$ cat config.mk
export PLATFORM = sky130hd
export DESIGN_NAME = pcbc_ramp_div
export DESIGN_NICKNAME = d
export VERILOG_FILES = /design/src/sv/pcbc_pkg.sv /design/src/sv/pcbc_ramp_div.sv
export SDC_FILE = /design/constraint.sdc
export NUM_CORES = 1
export LEC_CHECK = 0
export ABC_AREA = 1
export BUFFER_PORTS_ARGS = -buffer_cell sky130_fd_sc_hd__clkbuf_2
export CAP_MARGIN = 15
export CORE_AREA = 2 2 169 171
export DETAILED_ROUTE_END_ITERATION = 7
export DIE_AREA = 0 0 171 173
export PLACE_DENSITY = 0.64
export SKIP_CTS_REPAIR_TIMING = 1
export SYNTH_ARGS = -nofsm -noshare
export SYNTH_HDL_FRONTEND = slang
export SYNTH_SLANG_ARGS = --single-unit
$ cat constraint.sdc
create_clock -name aclk -period 10.1 [get_ports aclk]
set_input_delay 1.01 -clock aclk [delete_from_list [all_inputs] [get_ports aclk]]
set_output_delay 1.01 -clock aclk [all_outputs]
set_load 0.02 [all_outputs]
$ cat src/sv/pcbc_pkg.sv
// Shared types, register indexes and constants of the colormap lookup core.
// Used by every module of the block; depends on nothing.
package pcbc_pkg;

    localparam int DEFAULT_MAX_COLORS = 128;

    localparam int IDX_W   = 7;
    localparam int CH_W    = 16;
    localparam int SLIDE_W = 8;
    localparam int CFG_AW  = 3;

    // register indexes on the configuration port
    localparam logic [CFG_AW-1:0] REG_BRIGHTNESS = 3'd0;
    localparam logic [CFG_AW-1:0] REG_CONTRAST   = 3'd1;
    localparam logic [CFG_AW-1:0] REG_COLORS     = 3'd2;
    localparam logic [CFG_AW-1:0] REG_SOURCE     = 3'd3;
    localparam logic [CFG_AW-1:0] REG_REVERSE    = 3'd4;

    localparam logic [SLIDE_W-1:0] BRIGHTNESS_RST = 8'd128;
    localparam logic [SLIDE_W-1:0] CONTRAST_RST   = 8'd128;
    localparam logic [SLIDE_W-1:0] COLORS_RST     = 8'd128;
    localparam logic [SLIDE_W-1:0] MIN_COLORS     = 8'd2;

    // item function codes
    localparam logic FUNC_WRITE = 1'b0;
    localparam logic FUNC_MAP   = 1'b1;

    // palette source codes
    localparam logic SRC_RAMP   = 1'b0;
    localparam logic SRC_LOADED = 1'b1;

    // gray ramp divider: (j+1)*65792 / n, restoring, 4 bits per stage
    localparam int DIV_DVD_W          = 24;
    localparam int DIV_BITS_PER_STAGE = 4;
    localparam int DIV_STAGES         = DIV_DVD_W / DIV_BITS_PER_STAGE;
    localparam int RAMP_Q_W           = 17;
    localparam logic [RAMP_Q_W-1:0] RAMP_Q_MAX = 17'd65792;
    localparam logic [CH_W-1:0]     GRAY_MAX   = 16'hFFFF;

    typedef struct packed {
        logic              func;
        logic [IDX_W-1:0]  color_index;
        logic [CH_W-1:0]   red_in;
        logic [CH_W-1:0]   green_in;
        logic [CH_W-1:0]   blue_in;
    } pix_in_t;

    typedef struct packed {
        logic [CH_W-1:0]   red_out;
        logic [CH_W-1:0]   green_out;
        logic [CH_W-1:0]   blue_out;
        logic [IDX_W-1:0]  palette_entry;
    } pix_out_t;

    typedef struct packed {
        logic [CH_W-1:0] red;
        logic [CH_W-1:0] green;
        logic [CH_W-1:0] blue;
    } rgb_t;

    // live settings, palette size already clamped
    typedef struct packed {
        logic [SLIDE_W-1:0] brightness;
        logic [SLIDE_W-1:0] contrast;
        logic [SLIDE_W-1:0] n_colors;
        logic               palette_source;
        logic               reverse_palette;
    } ctl_t;

    // index pipeline result: entry is the write address or the remapped j
    typedef struct packed {
        logic               func;
        logic               black;
        logic [SLIDE_W-1:0] entry;
        rgb_t               rgb;
    } map_t;

    // per-item data carried beside the ramp divider
    typedef struct packed {
        logic             black;
        logic [IDX_W-1:0] entry;
        rgb_t             rgb;
    } side_t;

endpackage

$ cat src/sv/pcbc_ramp_div.sv
// Pipelined restoring divider for the gray ramp: (j+1)*65792 / n.
// Depends on pcbc_pkg.
module pcbc_ramp_div (
    input  logic                                  aclk,
    input  logic [pcbc_pkg::DIV_STAGES-1:0]       stage_en,
    input  logic [7:0]                            entry_in,
    input  logic [7:0]                            n_colors,
    output logic [pcbc_pkg::RAMP_Q_W-1:0]         quot
);

    typedef struct packed {
        logic [7:0]                    rem;
        logic [pcbc_pkg::DIV_DVD_W-1:0] dq;
    } div_st_t;

    function automatic div_st_t div_steps(input div_st_t st, input logic [7:0] d);
        div_st_t    s;
        logic [8:0] trial;
        logic       qbit;
        s = st;
        for (int b = 0; b < pcbc_pkg::DIV_BITS_PER_STAGE; b++) begin
            trial = {s.rem, s.dq[pcbc_pkg::DIV_DVD_W-1]};
            qbit  = (trial >= {1'b0, d});
            s.rem = qbit ? 8'(trial - {1'b0, d}) : trial[7:0];
            s.dq  = {s.dq[pcbc_pkg::DIV_DVD_W-2:0], qbit};
        end
        return s;
    endfunction

    logic [7:0] jp1;
    div_st_t    start;
    div_st_t    st_reg [pcbc_pkg::DIV_STAGES];

    // (j+1) <= 255, so (j+1)*257 is the byte repeated; times 256 appends a zero byte
    assign jp1   = entry_in + 8'd1;
    assign start = '{rem: 8'd0, dq: {jp1, jp1, 8'h00}};

    for (genvar k = 0; k < pcbc_pkg::DIV_STAGES; k++) begin : g_stage
        if (k == 0) begin : g_first
            always_ff @(posedge aclk) begin
                if (stage_en[k]) begin
                    st_reg[k] <= div_steps(start, n_colors);
                end
            end
        end else begin : g_rest
            always_ff @(posedge aclk) begin
                if (stage_en[k]) begin
                    st_reg[k] <= div_steps(st_reg[k-1], n_colors);
                end
            end
        end
    end

    assign quot = st_reg[pcbc_pkg::DIV_STAGES-1].dq[pcbc_pkg::RAMP_Q_W-1:0];

endmodule

---- Word level (Yosys, flattened, before mapping) ----
Memory sizes are Yosys's and may differ from the RTL's.
Index checks and enable logic that the tools add are counted.
cells by class
  add/subtract/negate cells ............... 25
  $lt $le $gt $ge ......................... 24
  mux-type cells .......................... 36
operators by type and width
  operator             number
  $ge 9x8->1           23
  $mux 8               24
  $sub 8x8->8          23
  $mux 1               12
  $add 8x1->8 const B  1
  $ge 1x8->1           1
  $sub 1x8->8          1
storage, ports and cells
  memories ................................ 1
  bits in writable memories ............... 192
  logic and storage cells ................. 86
  output and inout port bits .............. 17
  register bits ........................... 0
  input bits .............................. 23
memories
  name    depth  bits a word  rd ports  clocked after Yosys merged registers in  wr ports  RTL line             source
  st_reg  6      32           6         0                                        6         pcbc_ramp_div.sv:32  div_st_t st_reg [pcbc_pkg::DIV_STAGES];

---- Logic depth before layout (Yosys ltp) ----
  depth after elaboration ................. 9
  mapped depth ............................ 49

---- Worst setup path after synthesis ----
Ideal clock, no wire load.
  kind .................................... input -> register
  start ................................... input n_colors[1]
  end ..................................... memory st_reg[3][29] in the netlist's numbering, data pin
  buffers on the path ..................... 3
  path slack .............................. 2245 ps
  arrival time ............................ 7602 ps
  data required time ...................... 9848 ps
  cell stages on the path ................. 46
  cells stage by stage .................... inv_1 -> ha_1 -> nand3_1 -> nand2_1 -> nand2_1 -> nand3_1 -> nand2_1 -> nand3_2 -> buf_4 -> nand2_1 -> o21ai_0 -> ha_1 -> nand2_1 -> o21ai_1 -> nand2_1 -> o211ai_1 -> nand2_1 -> nand3_4 -> (+10 left out) -> nand2_2 -> nor2_8 -> buf_6 -> nand2_1 -> o21ai_1 -> ha_1 -> a21oi_1 -> nand2_1 -> nand2_1 -> nand2_1 -> a21oi_1 -> inv_1 -> a21oi_1 -> o21bai_1 -> a21oi_1 -> nand3_2 -> nand2_1 -> nand2_1
RTL lines
  element             RTL line             source
  start: declaration  pcbc_ramp_div.sv:7   input logic [7:0] n_colors,
  end: declaration    pcbc_ramp_div.sv:32

==> summary.txt <==
Run status
  • Run status: completed

Yosys
  • Synth Area in XOR/XNOR: 0.0752
  • Asr flop ratio synth: 0
  • Synth top area cells: edfxtp_1, ha_1, nand2_1
  • Most frequent cells after synthesis: nand2_1, inv_1, ha_1, a21oi_1, edfxtp_1
  • Synth Cell Area: roughly 13,000 µm²
  • Most instantiated library cell after synthesis: nand2_1
  • Mux cell area share after synthesis: 0
  • Synth Area in Simple Gates: 0.283
  • Adder-Cell Fraction of Synth Area: 0.197
  • Number of flops mapped to enable cells by yosys: between 100 and 150
  • #FFs+latches synth: about 110
  • Post-synth top area cell: edfxtp_1
  • Ys flop type: edfxtp_1
  • Warnings from Yosys: 0
  • Largest family of logic cells by synthesized area: simple AND/OR/NAND/NOR gates
  • Mapped Nets: approximately 2k
  • Yosys cell types: 57
  • Synth top area share: 0.239
  • Synth Instances: about 1.7k
  • Mean Syn Cell Area: between 7 and 8 µm²
  • Compound-Gate Fraction of Synth Area: 0.124
  • Register area share after synthesis: 0.239

Detailed routing
  • Iteration-0 DRC count of the detailed router: roughly 570
  • Post-route DRC: 0
  • Vias post-DR: roughly 11k
  • DRT Pass-1 Iters: 5
  • Via density: 5.22
  • Antenna-violating nets left: 0
  • WL/cell: between 10 and 15 µm
  • WL final: around 32,000 µm

Hold path
  • Hold WC Path Type: register to register
  • Hold Crit Start: st_reg[3][6]

STA
  • Fin crit period: roughly 8.3 ns
  • Setup_tns: 0 ns
  • Least-Margin Pin Slew: between 0.6 and 0.7 ns
  • Rel. slew slack: 0.593
  • Final Setup Violations: 0
  • RSZ-0062 raised after global routing: false
  • Max Freq: roughly 120 MHz
  • Fin crit share: 0.824
  • Slew Limit Fails: 0
  • Fin. Hold Viols: 0
  • Clock skew: 0.0149 ns

Die
  • IO Count: 40
  • Die Y: approximately 170 µm
  • Initial Util: 0.477
  • Core area: between 20,000 and 30,000 µm²
  • Cell Rows: between 60 and 70
  • Die Footprint: 29,600 µm²
  • Die Wd: between 150 and 200 µm

CTS
  • TritonCTS buffer count: 9
  • CTS H-Tree Depth: 3
  • CTS tree: yes
  • CTS Root Buffer Type: clkbuf_16
  • Clock sink count: ~110
  • Clock transition at path regs: 0.09 ns
  • Clk Latency, worst-skew pair: between 0.3 and 0.4 ns
  • Clock Path Buffers: 2

Critical path
  • Critical-path top delay cell: o21ai_0
  • Crit-path max FO: 16
  • WS Path Type: input pin to register
  • Crit Reg-Reg Startpoint: st_reg[0][25]
  • Worst Setup SP: n_colors[1]
  • Crit start category: input pin
  • Critical Path RT: between 10 and 15 ns
  • Worst path arrival time: between 8 and 9 ns
  • Crit end category: register
  • Worst path most repeated cell: nand2_1
  • Largest stage delay on the critical path: ~0.4 ns

Cells and area
  • Fraction of layout cells with a size suffix above 1: 0.113
  • Final #Nets: ~2.0k
  • Layout area overhead: 6.93%
  • Fill count: around 2.8k
  • Antenna Cells: 0
  • Max reg flops: around 110
  • Footprint of the multi-input gates: about 8900 µm²
  • FF/Latch Area: 3150 µm²

Placement
  • GPL Wtd Cong: approximately 0.93
  • HPWL Detailed: approximately 25,000 µm
  • Port Buffers: 39

GRT
  • GRT Residual Overflow: 0
  • First-pass GRT wire length: about 53,000 µm
  • Largest net degree at the start of global routing: 23
  • Vias in the first global route: between 10k and 15k
  • Global Route Usage Sum: 0.222
  • Initial antenna violation count: 0

Flow run
  • Max-Cap Viols: 0
## cells in the final DEF, fill, tap and decap left out, types with 8 or more instances in the layout
cell and instances:
o21ai_0 35, o21a_1 8, clkbuf_16 9, nand2_1 437
nor2_1 101, nor2_4 9, fa_1 17, a21oi_1 123
o21ai_1 36, o21ai_2 12, buf_4 14, o21bai_1 11
nand3_2 21, inv_2 12, inv_1 225, xnor2_1 31
a21oi_2 12, nand3_1 98, nor2_2 11, nand2_2 25
ha_1 180, nor3_1 26, clkbuf_2 39, nand4_1 22
or2_2 13, edfxtp_1 105, xor2_1 82, nor4_1 8
## final cells by class
cell class                      instances  share of cell area
Clock buffer                            9              0.0160
Clock inverter                          7             0.00666
Inverter                              237              0.0632
Multi-Input combinational cell       1379               0.635
Sequential cell                       105               0.224
Tap cell                              378              0.0336
Timing Repair Buffer                   53              0.0213
## critical path: cells and delay by family
family | cells | cell delay (ns)
and+or+nand+nor | 21 | 2.68
AOI/OAI and AO/OA | 14 | 2.47
adders and majority gates | 4 | 1.30
buffers and inverters | 4 | 0.99
## stage by stage
step	hold WS, ns	cell area [µm²]	utilization	setup WS [ns]	std cells
floorplan	0.400	13200	-	2.25	1741
global placement	0.403	13800	0.498	1.45	2152
detailed placement	0.405	13800	0.498	1.44	2152
CTS	0.424	14100	0.510	1.82	2168
global route	0.430	14100	0.510	0.914	2168
finish	0.420	14100	0.510	1.78	2168
## per-layer routing
| layer | up-vias | part of all wire | track usage |
|---|---|---|---|
| li1 | 5934 | - | - |
| met1 | 5175 | 0.48 | 0.302 |
| met2 | 176 | 0.47 | 0.379 |
| met3 | 31 | 0.036 | 0.0282 |
| met4 | 0 | 0.014 | 0.0441 |
| met5 | - | 0 | 0 |
## cell families after synthesis
kind of cell,count (synthesis)
XOR/XNOR,113
buffers and inverters,257
adder cells (fa/ha/maj),197
flip-flops,105
AND/OR/NAND/NOR,797
AO/OA/AOI/OAI,272
## worst paths after layout
| path | endpoint | slack (ns) | cells past startpoint |
|---|---|---|---|
| setup reg to reg | st_reg[1][31] | 2.74 | 43 |
| setup / recovery | st_reg[3][28] | 1.78 | 43 |
| hold reg to reg | st_reg[4][10] | 0.42 | 0 |
| hold / removal | st_reg[4][10] | 0.42 | 0 |
Power is not shown: default switching activity piles up to over one toggle a cycle in this logic, so the estimate is an artifact.
