## src/sv/pcbc_pkg.sv

```systemverilog
// Shared types, register indexes and constants of the colormap lookup core.
// Used by every module of the block; depends on nothing.
package pcbc_pkg;

    localparam int DEFAULT_MAX_COLORS = 128;

    localparam int IDX_W   = 7;
    localparam int CH_W    = 16;
    localparam int SLIDE_W = 8;
    localparam int CFG_AW  = 3;

    // register indexes on the configuration port
    localparam logic [CFG_AW-1:0] REG_BRIGHTNESS = 3'd0;
    localparam logic [CFG_AW-1:0] REG_CONTRAST   = 3'd1;
    localparam logic [CFG_AW-1:0] REG_COLORS     = 3'd2;
    localparam logic [CFG_AW-1:0] REG_SOURCE     = 3'd3;
    localparam logic [CFG_AW-1:0] REG_REVERSE    = 3'd4;

    localparam logic [SLIDE_W-1:0] BRIGHTNESS_RST = 8'd128;
    localparam logic [SLIDE_W-1:0] CONTRAST_RST   = 8'd128;
    localparam logic [SLIDE_W-1:0] COLORS_RST     = 8'd128;
    localparam logic [SLIDE_W-1:0] MIN_COLORS     = 8'd2;

    // item function codes
    localparam logic FUNC_WRITE = 1'b0;
    localparam logic FUNC_MAP   = 1'b1;

    // palette source codes
    localparam logic SRC_RAMP   = 1'b0;
    localparam logic SRC_LOADED = 1'b1;

    // gray ramp divider: (j+1)*65792 / n, restoring, 4 bits per stage
    localparam int DIV_DVD_W          = 24;
    localparam int DIV_BITS_PER_STAGE = 4;
    localparam int DIV_STAGES         = DIV_DVD_W / DIV_BITS_PER_STAGE;
    localparam int RAMP_Q_W           = 17;
    localparam logic [RAMP_Q_W-1:0] RAMP_Q_MAX = 17'd65792;
    localparam logic [CH_W-1:0]     GRAY_MAX   = 16'hFFFF;

    typedef struct packed {
        logic              func;
        logic [IDX_W-1:0]  color_index;
        logic [CH_W-1:0]   red_in;
        logic [CH_W-1:0]   green_in;
        logic [CH_W-1:0]   blue_in;
    } pix_in_t;

    typedef struct packed {
        logic [CH_W-1:0]   red_out;
        logic [CH_W-1:0]   green_out;
        logic [CH_W-1:0]   blue_out;
        logic [IDX_W-1:0]  palette_entry;
    } pix_out_t;

    typedef struct packed {
        logic [CH_W-1:0] red;
        logic [CH_W-1:0] green;
        logic [CH_W-1:0] blue;
    } rgb_t;

    // live settings, palette size already clamped
    typedef struct packed {
        logic [SLIDE_W-1:0] brightness;
        logic [SLIDE_W-1:0] contrast;
        logic [SLIDE_W-1:0] n_colors;
        logic               palette_source;
        logic               reverse_palette;
    } ctl_t;

    // index pipeline result: entry is the write address or the remapped j
    typedef struct packed {
        logic               func;
        logic               black;
        logic [SLIDE_W-1:0] entry;
        rgb_t               rgb;
    } map_t;

    // per-item data carried beside the ramp divider
    typedef struct packed {
        logic             black;
        logic [IDX_W-1:0] entry;
        rgb_t             rgb;
    } side_t;

endpackage

```

## src/sv/pcbc_index_map.sv

```systemverilog
// Three-stage index remap: saturate, brightness offset, contrast scale, clamp.
// Depends on pcbc_pkg.
module pcbc_index_map (
    input  logic                 aclk,
    input  logic [2:0]           stage_en,
    input  pcbc_pkg::pix_in_t    in_data,
    input  pcbc_pkg::ctl_t       ctl,
    output pcbc_pkg::map_t       out_data
);

    logic [7:0]        nm1;
    logic [6:0]        idx_sat;
    logic [9:0]        shift_next;
    logic signed [10:0] scale;
    logic signed [20:0] prod;
    logic [12:0]       j_raw;
    logic [7:0]        j_clamp;
    logic [7:0]        j_one;
    logic [7:0]        j_fin;
    logic              black;

    logic              s0_func_reg;
    logic [6:0]        s0_idx_reg;
    logic signed [9:0] s0_shift_reg;
    pcbc_pkg::rgb_t    s0_rgb_reg;

    logic              s1_func_reg;
    logic [6:0]        s1_idx_reg;
    logic signed [20:0] s1_t_reg;
    pcbc_pkg::rgb_t    s1_rgb_reg;

    pcbc_pkg::map_t    s2_reg;
    pcbc_pkg::map_t    s2_next;

    assign nm1 = ctl.n_colors - 8'd1;

    // stage 0: saturate to n-1, index + 2b - 256 (wraps into 10-bit signed)
    always_comb begin
        idx_sat    = ({1'b0, in_data.color_index} > nm1) ? nm1[6:0] : in_data.color_index;
        shift_next = {3'b000, idx_sat} + {1'b0, ctl.brightness, 1'b0} - 10'd256;
    end

    always_ff @(posedge aclk) begin
        if (stage_en[0]) begin
            s0_func_reg  <= in_data.func;
            s0_idx_reg   <= idx_sat;
            s0_shift_reg <= $signed(shift_next);
            s0_rgb_reg   <= '{red: in_data.red_in, green: in_data.green_in,
                              blue: in_data.blue_in};
        end
    end

    // stage 1: (5c - 512) * shifted + 64
    always_comb begin
        scale = $signed({1'b0, ctl.contrast, 2'b00} + {3'b000, ctl.contrast} - 11'd512);
        prod  = 21'(scale) * 21'(s0_shift_reg);
    end

    always_ff @(posedge aclk) begin
        if (stage_en[1]) begin
            s1_func_reg <= s0_func_reg;
            s1_idx_reg  <= s0_idx_reg;
            s1_t_reg    <= prod + 21'sd64;
            s1_rgb_reg  <= s0_rgb_reg;
        end
    end

    // stage 2: floor /128, clamp, lift zero to one, optional reversal
    always_comb begin
        j_raw   = s1_t_reg[20] ? 13'd0 : s1_t_reg[19:7];
        j_clamp = (j_raw > {5'd0, nm1}) ? nm1 : j_raw[7:0];
        j_one   = (j_clamp == 8'd0) ? 8'd1 : j_clamp;
        j_fin   = ctl.reverse_palette ? (ctl.n_colors - j_one) : j_one;
        black   = (s1_idx_reg == 7'd0);

        s2_next.func  = s1_func_reg;
        s2_next.black = black;
        s2_next.rgb   = s1_rgb_reg;
        if (s1_func_reg == pcbc_pkg::FUNC_WRITE) begin
            s2_next.entry = {1'b0, s1_idx_reg};
        end else if (black) begin
            s2_next.entry = 8'd0;
        end else begin
            s2_next.entry = j_fin;
        end
    end

    always_ff @(posedge aclk) begin
        if (stage_en[2]) begin
            s2_reg <= s2_next;
        end
    end

    assign out_data = s2_reg;

endmodule

```

## config.mk

```make
export PLATFORM = sky130hd
export DESIGN_NAME = pcbc_index_map
export DESIGN_NICKNAME = d
export VERILOG_FILES = /design/src/sv/pcbc_pkg.sv /design/src/sv/pcbc_index_map.sv
export SDC_FILE = /design/constraint.sdc
export NUM_CORES = 1
export LEC_CHECK = 0
export BUFFER_PORTS_ARGS = -buffer_cell sky130_fd_sc_hd__buf_2
export CORE_ASPECT_RATIO = 0.5
export CORE_MARGIN = 3
export CORE_UTILIZATION = 40
export DETAILED_ROUTE_END_ITERATION = 6
export SYNTH_ARGS = -nofsm -noshare
export SYNTH_HDL_FRONTEND = slang
export SYNTH_SLANG_ARGS = --single-unit
```

## constraint.sdc

```tcl
create_clock -name aclk -period 6.9 [get_ports aclk]
set_clock_uncertainty 0.15 [all_clocks]
set_input_delay 0.69 -clock aclk [delete_from_list [all_inputs] [get_ports aclk]]
set_output_delay 0.69 -clock aclk [all_outputs]
set_load 0.005 [all_outputs]
```

* Yosys cells after proc, flatten, opt, wreduce, memory -nomap -nowiden
Cells that the tools add are included.
Operators by class: $add $sub $neg 7, multiply operators 1, order comparisons 2, mux-type cells 7, bitwise gates (word level) 1, reduce and logical (&&, ||, !) cells 3
Operators by type and width (count):
- 2-to-1 mux 8 bit | 3
- adder 21 x 8 -> 21 bit, second input constant | 1
- multiplier 11 x 10 -> 21 bit | 1
- 2-to-1 mux 7 bit | 3
- greater-than comparator 13 x 8 -> 1 bit | 1
- 2-to-1 mux 13 bit | 1
- adder 10 x 8 -> 11 bit | 1
- subtractor 11 x 10 -> 11 bit, second input constant | 1
- adder 7 x 9 -> 10 bit | 1
- subtractor 10 x 9 -> 10 bit, second input constant | 1
- greater-than comparator 7 x 8 -> 1 bit | 1
- zero test 8 bit | 1
- subtractor 8 x 1 -> 8 bit, second input constant | 1
- subtractor 8 bit | 1
- zero test 7 bit | 1
- OR reduction 2 bit | 1
- NOT 1 bit | 1
Word-level totals: flip-flop bits (word level) 201, input bits 86

* Logic depth before layout (Yosys ltp)
Gate-level depths: netlist (run 1).
word-level depth 9, mapped depth 27

* Worst setup path before layout (run 1)
Ideal clock, no wire load.
kind in2reg, start input ctl[11] (netlist bit), end register s1_t_reg[19], data pin, library setup time 258 ps, arrival 6591 ps, required time 6492 ps, path slack -98 ps, stages 24, buffers on the path 3, path through clkbuf_1 inv_1 fa_1 nor2b_1 o21ai_1 a21boi_1 o21a_1 o22ai_1 clkbuf_1 nand2_1 fa_1 clkbuf_1 inv_1 fa_1 fa_1 fa_1 fa_1 ha_1 nand4_1 a2111oi_0 nand3_1 a31oi_1 a21oi_1 xnor2_1
On the way: cells in the longest elaborated chain, start to end 4
RTL lines:
- start: declaration | RTL line pcbc_index_map.sv:7 | input pcbc_pkg::ctl_t ctl,
- adder 10 x 8 -> 11 bit | RTL line pcbc_index_map.sv:55 | scale = $signed({1'b0, ctl.contrast, 2'b00} + {3'b000, ctl.contrast} - 11'd512);
- subtractor 11 x 10 -> 11 bit | RTL line pcbc_index_map.sv:55
- multiplier 11 x 10 -> 21 bit | RTL line pcbc_index_map.sv:56 | prod = 21'(scale) * 21'(s0_shift_reg);
- adder 21 x 8 -> 21 bit | RTL line pcbc_index_map.sv:63 | s1_t_reg <= prod + 21'sd64;
- end signal: assignment | RTL line pcbc_index_map.sv:63
- end: declaration | RTL line pcbc_index_map.sv:29 | logic signed [20:0] s1_t_reg;
Every way passes these cells. A chain may end at the register's enable or synchronous reset.

* Final worst setup path (run 1)
start input ctl[10] (netlist bit), end register s1_t_reg[20], data pin
The elaborated chain is that of the path after synthesis.

==> results of run 1 <==
==> worst reg2reg max path, stage by stage, from the launching register on <==
cell      delay, ps
edfxtp_1        690
nand2_1         160
fa_1            530
fa_1            550
inv_1            60
fa_1            500
fa_1            550
inv_1            60
fa_1            530
inv_1            40
ha_1            320
a21oi_1         260
a21oi_1         120
o21ai_1         200
nand3_1         110
a221o_1         320
xnor2_1         160
==> final cells by class <==
type / count / area, sq um
clock buffer: 17 / 425
tap: 382 / 478
clock inverter: 15 / 190
inverter: 142 / 533
timing repair buffer: 209 / 1210
multi-input combinational: 544 / 5400
sequential: 193 / 5800
fill: 2530 / 14300
==> placed cells by master (no fill, tap or decap), types with 21 or more instances in the layout <==
| master | instances |
|---|---|
| a21oi_1 | 22 |
| buf_2 | 142 |
| xnor2_1 | 27 |
| ha_1 | 85 |
| edfxtp_1 | 193 |
| buf_4 | 67 |
| fa_1 | 99 |
| inv_1 | 141 |
| nor2b_1 | 21 |
| and2_1 | 41 |
| nand2_1 | 57 |
==> logic make-up after synthesis <==
kind of cell / count (synthesis) / synth area share
fa+ha+maj: 184 / 0.260
compound gates: 94 / 0.0547
xor+xnor: 42 / 0.0320
simple gates: 209 / 0.0949
flops: 193 / 0.494
mux: 14 / 0.0143
buf+inv: 158 / 0.0505
==> per-layer routing <==
layer | share of wire | vias up | track usage
li1 | - | 3485 | -
met1 | 0.44 | 3559 | 0.191
met2 | 0.51 | 146 | 0.277
met3 | 0.039 | 27 | 0.0227
met4 | 0.014 | 0 | 0.0436
met5 | 0 | - | 0
==> through the flow <==
step / std cells / hold WS, ps / setup TNS [ps] / setup slack (ps)
2_1_floorplan: 894 / 250 / 0 / 32.6
3_3_place_gp: 1468 / 250 / -1260 / -218
3_5_place_dp: 1468 / 255 / -1470 / -292
4_1_cts: 1500 / 256 / 0 / 151
5_1_grt: 1502 / 246 / 0 / 1.28
6_report: 1502 / 262 / 0 / 305
==> final timing paths <==
check | end
worst max-delay path | s1_t_reg[20]
worst min-delay path | s1_rgb_reg[34]
worst max register to register | s1_t_reg[20]
worst min register to register | s1_rgb_reg[34]
==> what timing repair did <==
action                                  4_1_cts  5_1_grt
buffers inserted                              0        1
endpoints found under the setup margin        0        8
hold buffers                                  0        0
gates resized for setup                       0       14
==> summary.txt, run 1 <==
Worst setup path
  – Crit. End Element: register
  – Crit-path max FO: 4
  – Critical path buffers and inverters: 7
  – Worst path top cell family by delay: adder cells
  – CP Data Arrival Time: approximately 6600 ps
  – Levels on crit path: 26
  – FF-to-FF Start: s0_shift_reg[9]
  – Slowest CP cell: fa_1
  – R2R depth: 16
  – Setup Crit Path Kind: input port to register
  – Slowest Stage Delay on Critical Path: approximately 540 ps
  – R2R Setup Slk: ~1300 ps
  – CP required: between 6000 and 7000 ps
  – Startpoint Class: input port
  – Worst setup startpoint: ctl[10]
  – CP dominant cell by count: fa_1

Timing
  – Final setup viols: 0
  – Final hold vios: 0
  – Final Slew Violations: 0
  – Fmax: between 0.15 and 0.2 GHz
  – Slew headroom: 0.396
  – Slew @ Worst Pin: 906 ps
  – Min cycle time layout: 6600 ps
  – RSZ-0062 raised after global routing: no
  – Final Cycle Share: 0.956

Logic synthesis
  – Register area share after synthesis: 0.494
  – Most frequent cell after synthesis: edfxtp_1
  – Avg Cell Area, Syn: approximately 13 sq um
  – Top cells by area, synth: edfxtp_1 49%, fa_1 17%, ha_1 9.1%
  – Distinct cells, synth: between 50 and 60
  – Top post-synthesis cells by count: 193 x edfxtp_1, 142 x inv_1, 99 x fa_1
  – Post-synth EDFFs: about 190
  – Post-Syn Area: 11,700 sq um
  – Post-Syn Instances: between 800 and 900
  – Fraction of registers with async set/reset: 0
  – Area leader, netlist: edfxtp_1
  – Yosys warnings: 0
  – Synth Flop Type: edfxtp_1
  – Syn Nets: between 1,000 and 1,500
  – #FFs+latches synth: between 150 and 200
  – Top-area cell type share of the netlist area: 0.494

Route
  – DR vias: about 7,200
  – DR iter-0 viols: between 300 and 400
  – Initial DRT Pass Iterations: 5
  – Routed length per instance: between 15 and 20 um
  – ANT nets after route: 0
  – Drt via density: about 4.8
  – Routed wire length: 23,100 um
  – Residual DRC: 0

Clocking
  – Clk slew on worst S/H paths: about 80 ps
  – TritonCTS clock tree: done
  – Clock Latency Late Sink: between 400 and 500 ps
  – H-tree depth: 4
  – Num CTS Buffers: 17
  – Clock Tree Root: clkbuf_16
  – CTS Buffer Depth: 2
  – # clock sinks: about 190

Placed design
  – RePlAce Congestion: approximately 0.84
  – Placed Area: roughly 13,000 sq um
  – Post-DP HPWL: between 15,000 and 20,000 um
  – Port Buffer Count: 142

Min path
  – Min-Delay Startpoint: s0_rgb_reg[34]
  – Hold Crit Class: register to register
  – Worst Hold Depth: 0

Cells and area
  – Final Cell Area: around 14,000 sq um
  – Final net count: around 1,400
  – Finished Core Util: 0.496
  – Max FFs per register: 58
  – Synthesis-to-layout area growth: 19.7%
  – Share of layout cells above drive strength 1: 0.238
  – Antenna cells: 0

Die
  – Die area: approximately 32,000 sq um
  – Die X: around 250 um
  – Io pins: approximately 140
  – Chip height: 127 um
  – # rows: 43
  – Initial core utilization: 0.415
  – Core area: 28,300 sq um

Global route
  – Initial antenna violation count: 0
  – Global-route wire length before repair: 38,000 um
  – Grt ovf: 0
  – Pin count of the biggest net entering global routing: approximately 70
  – Vias in the first global route: just under 8,000
  – Total GRT Usage: 0.153

Job
  – Max_cap viols: 0

Run status
  – Status: finished, final reports clean
Power of run 1 is not shown: default switching activity piles up to over one toggle a cycle in this logic, so the estimate is an artifact.
==> inputs of run 2 (changes only) <==
--- a/config.mk
+++ b/config.mk
@@ -8,8 +8,9 @@
 export BUFFER_PORTS_ARGS = -buffer_cell sky130_fd_sc_hd__buf_2
 export CORE_ASPECT_RATIO = 0.5
 export CORE_MARGIN = 3
-export CORE_UTILIZATION = 40
+export CORE_UTILIZATION = 49
 export DETAILED_ROUTE_END_ITERATION = 6
+export PLACE_DENSITY = 0.72
 export SYNTH_ARGS = -nofsm -noshare
 export SYNTH_HDL_FRONTEND = slang
 export SYNTH_SLANG_ARGS = --single-unit
==> summary.txt, run 2 (synthesis results as in run 1) <==
Run status
  – Status: finished, final reports clean

Worst setup path
  – Crit. End Element: register
  – R2R depth: 16 (unchanged)
  – CP required: 6910 ps (about the same)
  – Startpoint Class: input port
  – Setup Crit Path Kind: input port to register
  – Crit-path max FO: 6 (+2)
  – CP Data Arrival Time: 6600 ps (about the same)

Cells and area
  – Final Cell Area: 13,800 sq um (-1.8%)
  – Share of layout cells above drive strength 1: 0.223 (-0.0153)
  – Synthesis-to-layout area growth: 17.5%
  – Antenna cells: 0 (unchanged)
  – Final net count: 1,364 (-0.94%)
  – Max FFs per register: 58 (unchanged)
  – Most frequent cells in the layout: 193 x edfxtp_1, 142 x inv_1, 142 x buf_2
  – Most common library cell in the layout ignoring fill and taps: edfxtp_1

Min path
  – Worst Hold Depth: 0 (unchanged)
  – Hold Crit Class: register to register

Die
  – Initial core utilization: 0.506 (+0.0916)
  – Core area: 23,200 sq um (-18%)
  – Die X: 225 um (-9.4%)
  – Die area: 25,900 sq um (-18%)
  – Chip height: 115 um (-9.2%)
  – # rows: 39 (-9.3%)
  – Io pins: 144 (unchanged)

Global route
  – Initial antenna violation count: 0 (unchanged)
  – Global-route wire length before repair: 37,600 um (-1.1%)
  – Grt ovf: 0 (unchanged)
  – Vias in the first global route: 7,641 (-3.4%)
  – Pin count of the biggest net entering global routing: 71 (unchanged)
  – Total GRT Usage: 0.186 (+0.0327)

Route
  – M1 wire length: 9770 um (-3.5%)
  – DR iter-0 viols: 451 (+39%)
  – Met3 wire length: 1250 um (+39%)
  – Routed length per instance: 16.1 um (+4.8%)
  – Residual DRC: 0 (unchanged)
  – WL met2: 11,400 um (-3.4%)
  – DR vias: 7,211 (-0.083%)
  – Uppermost routed layer: met4
  – ANT nets after route: 0 (unchanged)
  – Routed wire length: 22,800 um (-1.4%)
  – Drt via density: 5.10 (+6.1%)
  – Initial DRT Pass Iterations: 5 (unchanged)

Clocking
  – Clock Tree Root: clkbuf_16
  – Clock Latency Late Sink: 420 ps (about the same)
  – # clock sinks: 193 (unchanged)
  – CTS Buffer Depth: 2 (unchanged)
  – H-tree depth: 4 (unchanged)
  – Num CTS Buffers: 17 (unchanged)
  – Cts hold-fix bufs: 0 (unchanged)
  – Clk slew on worst S/H paths: 70 ps (about the same)
  – TritonCTS clock tree: done

Placed design
  – Post-DP HPWL: 18,000 um (+0.20%)
  – RePlAce Congestion: 0.958 (+15%)
  – Placed Area: 13,200 sq um (-1.3%)
  – Port Buffer Count: 142 (unchanged)

Timing
  – Final Cycle Share: 0.955 (-0.00117)
  – Slew @ Worst Pin: 862 ps (-44.5 ps)
  – Slew headroom: 0.426 (+0.0296)
  – Final hold vios: 0 (unchanged)
  – Final setup viols: 0 (unchanged)
  – Min cycle time layout: 6590 ps (-8.06 ps)
  – Fmax: 0.152 GHz (+0.12%)
  – Final Slew Violations: 0 (unchanged)

Job
  – Max_cap viols: 0 (unchanged)
==> run 2: cell count changes in the layout (fill, tap and decap cells not counted), sizes merged <==
cell / previous run / this run
or3: 2 / 1
clkinv: 4 / 6
inv: 152 / 148
bufinv: 0 / 1
clkbuf: 17 / 19
clkinvlp: 1 / 0
buf: 209 / 197
==> run 2: per-stage QoR <==
stage	utilization	setup slack, ps	TNS, ps	cells	hold WS, ps
global placement	0.569	-113	-374	1382	250
global route	0.595	-9.08	-9.08	1414	260
finish	0.595	313	0	1414	267
detailed placement	0.569	-247	-1110	1382	255
CTS	0.593	224	0	1414	267
floorplan	-	32.6	0	894	250
==> run 2: worst paths after layout <==
check | start | end | slack, ps
setup / recovery | ctl[10] | s1_t_reg[20] | 310
hold / removal | s1_rgb_reg[16] | out_data[16] | 270
setup reg to reg | s0_shift_reg[9] | s1_t_reg[20] | 1360
hold reg to reg | s1_rgb_reg[16] | out_data[16] | 270
==> run 2: final cells by class <==
class,count,area [sq um]
clock buffers,19,433
repair buffers,197,1120
clock inverters,13,125
fillers,1831,9390
inverters,142,533
multi-input cells,543,5390
flip-flops and latches,193,5800
well taps,307,384
==> run 2: worst max-delay path, cell delays in order <==
cell and delay, ps:
buf_2 100, ha_1 170, inv_1 60, fa_1 390
nor2b_1 130, o21ai_1 90, a21boi_1 200, o21a_1 200
o22ai_2 150, buf_4 170, and2_1 160, fa_1 560
inv_1 100, fa_1 540, inv_1 60, fa_1 510
fa_1 560, inv_1 60, fa_1 540, inv_1 40
ha_1 300, o21a_1 190, nor2_1 110, nor2_1 60
a221o_1 330, xnor2_1 140
==> run 2: routing by layer <==
metal | GRT usage | up-vias
met5 | 0 | -
met4 | 0.0579 | 0
met3 | 0.0367 | 35
met2 | 0.324 | 186
met1 | 0.239 | 3536
li1 | - | 3454
==> run 2: timing repair <==
item	4_1_cts	5_1_grt
setup buffers	0	0
endpoints found under the setup margin	0	7
hold endpoints to repair	0	0
gates resized for setup	0	9
Power of run 2 is left out for the same reason.
